File: src/rtl/rau_pkg.sv
// ----------------------------------------------------------------------------
// rau_pkg
// Shared types and codes of the rational arithmetic unit: operation and status
// codes, controller states and the command and status bundles between the
// controller and the datapath.
// ----------------------------------------------------------------------------
package rau_pkg;

   localparam logic [2:0] OP_ADD = 3'd0;
   localparam logic [2:0] OP_SUB = 3'd1;
   localparam logic [2:0] OP_MUL = 3'd2;
   localparam logic [2:0] OP_DIV = 3'd3;
   localparam logic [2:0] OP_CMP = 3'd4;

   localparam logic [1:0] ST_OK       = 2'd0;
   localparam logic [1:0] ST_DIVZERO  = 2'd1;
   localparam logic [1:0] ST_OVERFLOW = 2'd2;

   typedef enum logic [3:0] {
      S_IDLE,
      S_DECODE,
      S_MUL_P,
      S_MUL_Q,
      S_MUL_D,
      S_COMB,
      S_GCD,
      S_DIV,
      S_EMIT
   } state_type;

   typedef enum logic [1:0] {
      MUL_NONE,
      MUL_P,
      MUL_Q,
      MUL_D
   } mul_sel_type;

   typedef enum logic [1:0] {
      RES_ZERO,
      RES_DIVZERO,
      RES_CMP,
      RES_ARITH
   } res_sel_type;

   typedef struct packed {
      logic        load;
      mul_sel_type mul_sel;
      logic        combine;
      logic        gcd_step;
      logic        div_init;
      logic        div_step;
      logic        res_load;
      res_sel_type res_sel;
   } cmd_type;

   typedef struct packed {
      logic op_valid;
      logic is_cmp;
      logic den_zero;
      logic div_by_zero;
      logic gcd_done;
   } stat_type;

endpackage

File: src/rtl/rau_ctrl.sv
// ----------------------------------------------------------------------------
// rau_ctrl
// Sequencer of the rational arithmetic unit: steps the datapath through
// decode, the three products, the GCD loop and the exact division, and owns
// the handshakes of both channels.
// ----------------------------------------------------------------------------
module rau_ctrl #(
   parameter int WORD_WIDTH = 32
) (
   input  logic              clock,
   input  logic              reset,
   input  logic              req_tvalid,
   output logic              req_tready,
   output logic              rsp_tvalid,
   input  logic              rsp_tready,
   input  rau_pkg::stat_type stat,
   output rau_pkg::cmd_type  cmd
);

   localparam int DW = 2 * WORD_WIDTH;
   localparam int CW = $clog2(DW);

   rau_pkg::state_type state_ff, state_in;
   logic [CW-1:0]      cnt_ff, cnt_in;
   logic               rsp_valid_ff, rsp_valid_in;

   always_ff @(posedge clock) begin
      if (reset) begin
         state_ff     <= rau_pkg::S_IDLE;
         cnt_ff       <= '0;
         rsp_valid_ff <= 1'b0;
      end else begin
         state_ff     <= state_in;
         cnt_ff       <= cnt_in;
         rsp_valid_ff <= rsp_valid_in;
      end
   end

   always_comb begin
      state_in     = state_ff;
      cnt_in       = cnt_ff;
      cmd          = '0;
      cmd.mul_sel  = rau_pkg::MUL_NONE;
      cmd.res_sel  = rau_pkg::RES_ZERO;
      req_tready   = 1'b0;
      unique case (state_ff)
         rau_pkg::S_IDLE: begin
            req_tready = !reset;
            if (req_tvalid && !reset) begin
               cmd.load = 1'b1;
               state_in = rau_pkg::S_DECODE;
            end
         end
         rau_pkg::S_DECODE: begin
            if (!stat.op_valid || stat.den_zero || stat.div_by_zero) begin
               state_in = rau_pkg::S_EMIT;
            end else begin
               state_in = rau_pkg::S_MUL_P;
            end
         end
         rau_pkg::S_MUL_P: begin
            cmd.mul_sel = rau_pkg::MUL_P;
            state_in    = rau_pkg::S_MUL_Q;
         end
         rau_pkg::S_MUL_Q: begin
            cmd.mul_sel = rau_pkg::MUL_Q;
            state_in    = stat.is_cmp ? rau_pkg::S_EMIT : rau_pkg::S_MUL_D;
         end
         rau_pkg::S_MUL_D: begin
            cmd.mul_sel = rau_pkg::MUL_D;
            state_in    = rau_pkg::S_COMB;
         end
         rau_pkg::S_COMB: begin
            cmd.combine = 1'b1;
            state_in    = rau_pkg::S_GCD;
         end
         rau_pkg::S_GCD: begin
            if (stat.gcd_done) begin
               cmd.div_init = 1'b1;
               cnt_in       = '0;
               state_in     = rau_pkg::S_DIV;
            end else begin
               cmd.gcd_step = 1'b1;
            end
         end
         rau_pkg::S_DIV: begin
            cmd.div_step = 1'b1;
            cnt_in       = cnt_ff + CW'(1);
            if (cnt_ff == CW'(DW - 1)) begin
               state_in = rau_pkg::S_EMIT;
            end
         end
         rau_pkg::S_EMIT: begin
            priority if (!stat.op_valid) begin
               cmd.res_sel = rau_pkg::RES_ZERO;
            end else if (stat.den_zero || stat.div_by_zero) begin
               cmd.res_sel = rau_pkg::RES_DIVZERO;
            end else if (stat.is_cmp) begin
               cmd.res_sel = rau_pkg::RES_CMP;
            end else begin
               cmd.res_sel = rau_pkg::RES_ARITH;
            end
            if (!rsp_valid_ff || rsp_tready) begin
               cmd.res_load = 1'b1;
               state_in     = rau_pkg::S_IDLE;
            end
         end
         default: begin
            state_in = rau_pkg::S_IDLE;
         end
      endcase
   end

   always_comb begin
      priority if (cmd.res_load) begin
         rsp_valid_in = 1'b1;
      end else if (rsp_tready) begin
         rsp_valid_in = 1'b0;
      end else begin
         rsp_valid_in = rsp_valid_ff;
      end
   end

   assign rsp_tvalid = rsp_valid_ff;

endmodule

File: config.mk
export PLATFORM = sky130hd
export DESIGN_NAME = rau_ctrl
export DESIGN_NICKNAME = d
export VERILOG_FILES = /design/src/rtl/rau_pkg.sv /design/src/rtl/rau_ctrl.sv
export SDC_FILE = /design/constraint.sdc
export NUM_CORES = 1
export LEC_CHECK = 0
export CAP_MARGIN = 20
export CORE_MARGIN = 3
export CORE_UTILIZATION = 25
export DETAILED_ROUTE_END_ITERATION = 7
export DONT_BUFFER_PORTS = 1
export PLACE_DENSITY = 0.43
export SYNTH_ARGS = -nofsm -noshare
export SYNTH_HDL_FRONTEND = slang
export SYNTH_SLANG_ARGS = --single-unit
File: constraint.sdc
create_clock -name clock -period 4.8 [get_ports clock]
set_input_delay 0.48 -clock clock [delete_from_list [all_inputs] [get_ports clock]]
set_output_delay 0.48 -clock clock [all_outputs]
set_load 0.02 [all_outputs]
==> results.yml <==
logic_synthesis:
  synth_ff_type: "dfxtp_1"
  synth_edf_count: 0
  synth_top_cell_by_area: "dfxtp_1"
  ys_seq_elements: 11
  yosysTopAreaCellShare: 0.290
  async_flop_share: 0
  yosysMostFrequentCell: "nor2_1"
  syn_area_um2: 759
  avgSynthCellArea_um2: 8.44
  synth_cell_types: 40
  synth.net_count: 100
  synth.area.top_cells: "dfxtp_1 29%, nor2_1 6.9%, nand4b_4 6.3%"
  ys_seq_area_frac: 0.290
  synthTopCellsByCount: "14 x nor2_1, 11 x dfxtp_1, 7 x a21oi_1"
  yosys_warnings: 0
  synth_cells: 90
setup_path:
  startpoint_type: "flip-flop"
  r2r.worst_path.cells: 4
  cp-end-kind: "output pin"
  cp_max_fo: 12
  critPathKind: "flip-flop to output pin"
  startpoint: "state_ff[1]"
  cp.required_ns: 4.32
  timing.rr.start: "state_ff[0]"
  crit_arrival_ns: 1.66
floorplanning:
  dieArea_um2: 3740
  design.core.area_um2: 2830
  start_util: 0.268
  die_w_um: 61.1
  ios: 21
  die_h_um: 61.1
  rows: 19
detailed_routing:
  num_vias: 619
  first_pass_iters: 5
  dr.max_layer_used: "met4"
  ant_nets: 0
  wirelength_met1_um: 773
  vias_per_cell: 5.16
  met2_length_um: 756
  route.met3.wl_um: 95
  first_iter_violations: 22
  drc: 0
  routedWlPerCell_um: 13.7
  drt_wl_total_mm: 1.64
worst_hold_path:
  hold_path_startpoint: "reset"
  worstHoldPathType: "input port to flip-flop"
  hold_depth: 1
timing:
  post-route-period-util: 0.446
  setup_slack_ns: 2.66
  worst_clock_skew_ns: 0.000847
  worst_slew_pin_slew_ns: 0.661
  relSlewSlack: 0.556
  rsz0062_at_grt: "false"
  timing.setup.tns_ns: 0
  setup_violations: 0
  min_period_ns: 2.14
  report.final.slew_viol_count: 0
  report.final.hold_viol_count: 0
  clock.fmax_mhz: 467
power_and_ir_drop:
  finalPower_uw: 181
  irDropWorstVdd_mv: 0.0871
  p_sw_uw: 47.1
  internal-power_uw: 134
  switching_share: 0.260
  seqPwrFrac: 0.531
  leakage_uw: 0.000317
  power_frac_comb: 0.121
  p_per_area_nw_per_um2: 231
  p_clk_frac: 0.348
place:
  port_buffers: 0
  place.gp.congestion: 0.789
  dp_hpwl_mm: 1.24
  dpl_cell_area_um2: 757
  dp_slack_ns: 2.95
global_route:
  grt-ovfl-total: 0
  grt_pass1_vias: 567
  grt_max_degree: 16
  grt_pass1_wl_mm: 2.73
  grt_usage: 0.0986
  antenna_found_initial: 0
cts:
  clkTransAtPathRegs_ns: 0.07
  clock_path_buffers: 2
  clock_latency_ns: 0.27
  htreeDepth: 1
  holdBufCountCts: 0
  cts_tree: "done"
  cts_setup_buffers: 0
  cts_buffers: 3
  cts_resized: 0
  clock-sinks: 11
  root_buffer: "clkbuf_4"
layout:
  multi_input_area_um2: 483
  post-route-util: 0.277
  n_antenna_cell: 0
  final_nets: 100
  layout-drive-gt1-share: 0.180
  regArea_um2: 220
  nFillCells: 300
  fin_area_um2: 785
  syn_to_final_growth_pct: 3.29
job:
  cap_violations: 0
status:
  status: "finished clean"
## stage by stage
step                      std cells  hold WS [ns]
after global routing            120         0.240
after global placement          116         0.480
after floorplan                  90         0.460
final                           120         0.276
after CTS                       120         0.260
after detailed placement        116         0.478
## path summary, 6_finish.rpt
kind | endpoint | slack, ns
setup reg to reg | state_ff[1] | 3.01
setup / recovery | cmd[2] | 2.66
hold reg to reg | cnt_ff[1] | 0.49
hold / removal | cnt_ff[5] | 0.28
## critical path, cell delays in order (launching register included)
cell and delay (ns):
dfxtp_1 0.45, nor4b_2 0.52, nor2b_1 0.43
## sequential cells by signal, summed over array words and instances, names as in the netlist
register and count:
rsp_tvalid 1, cnt_ff 6, state_ff 4
## final cells by class
class / instances / share of cell area
Clock buffer: 3 / 0.0287
Clock inverter: 1 / 0.00638
Inverter: 4 / 0.0191
Multi-Input combinational cell: 70 / 0.616
Sequential cell: 11 / 0.281
Tap cell: 31 / 0.0494
## power by group through the flow
stage	logic [uW]	clock network, uW	registers (uW)
after floorplan	24.7	0	95.8
after global placement	22.3	0	98.5
after detailed placement	22.4	0	98.3
after CTS	22.4	68.1	96.2
after global routing	24.4	74.8	96.7
final	22.0	63.0	96.2
## cell families after synthesis
| logic type | synth area share |
|---|---|
| AOI/OAI and AO/OA | 0.186 |
| adders and majority gates | 0.0165 |
| buffers and inverters | 0.0741 |
| DFF | 0.290 |
| muxes | 0.0346 |
| and+or+nand+nor | 0.399 |
## cells in the final DEF (no fill, tap or decap), drive strengths merged, types with 2 or more instances in the layout
| cell type | instances |
|---|---|
| nand2b | 5 |
| mux2 | 2 |
| and2 | 2 |
| nand3 | 3 |
| o22ai | 2 |
| nand4b | 2 |
| o21ai | 4 |
| dfxtp | 11 |
| nand2 | 5 |
| a21oi | 7 |
| inv | 4 |
| or4 | 2 |
| clkbuf | 3 |
| a211oi | 2 |
| nor2 | 14 |
| nor2b | 4 |
## metal layers
metal  GRT usage  up-vias
met5           0        -
met4      0.0186        0
met3      0.0461        2
met2       0.153       16
met1       0.126      278
li1            -      323
Power figures use the tool's default switching activity.
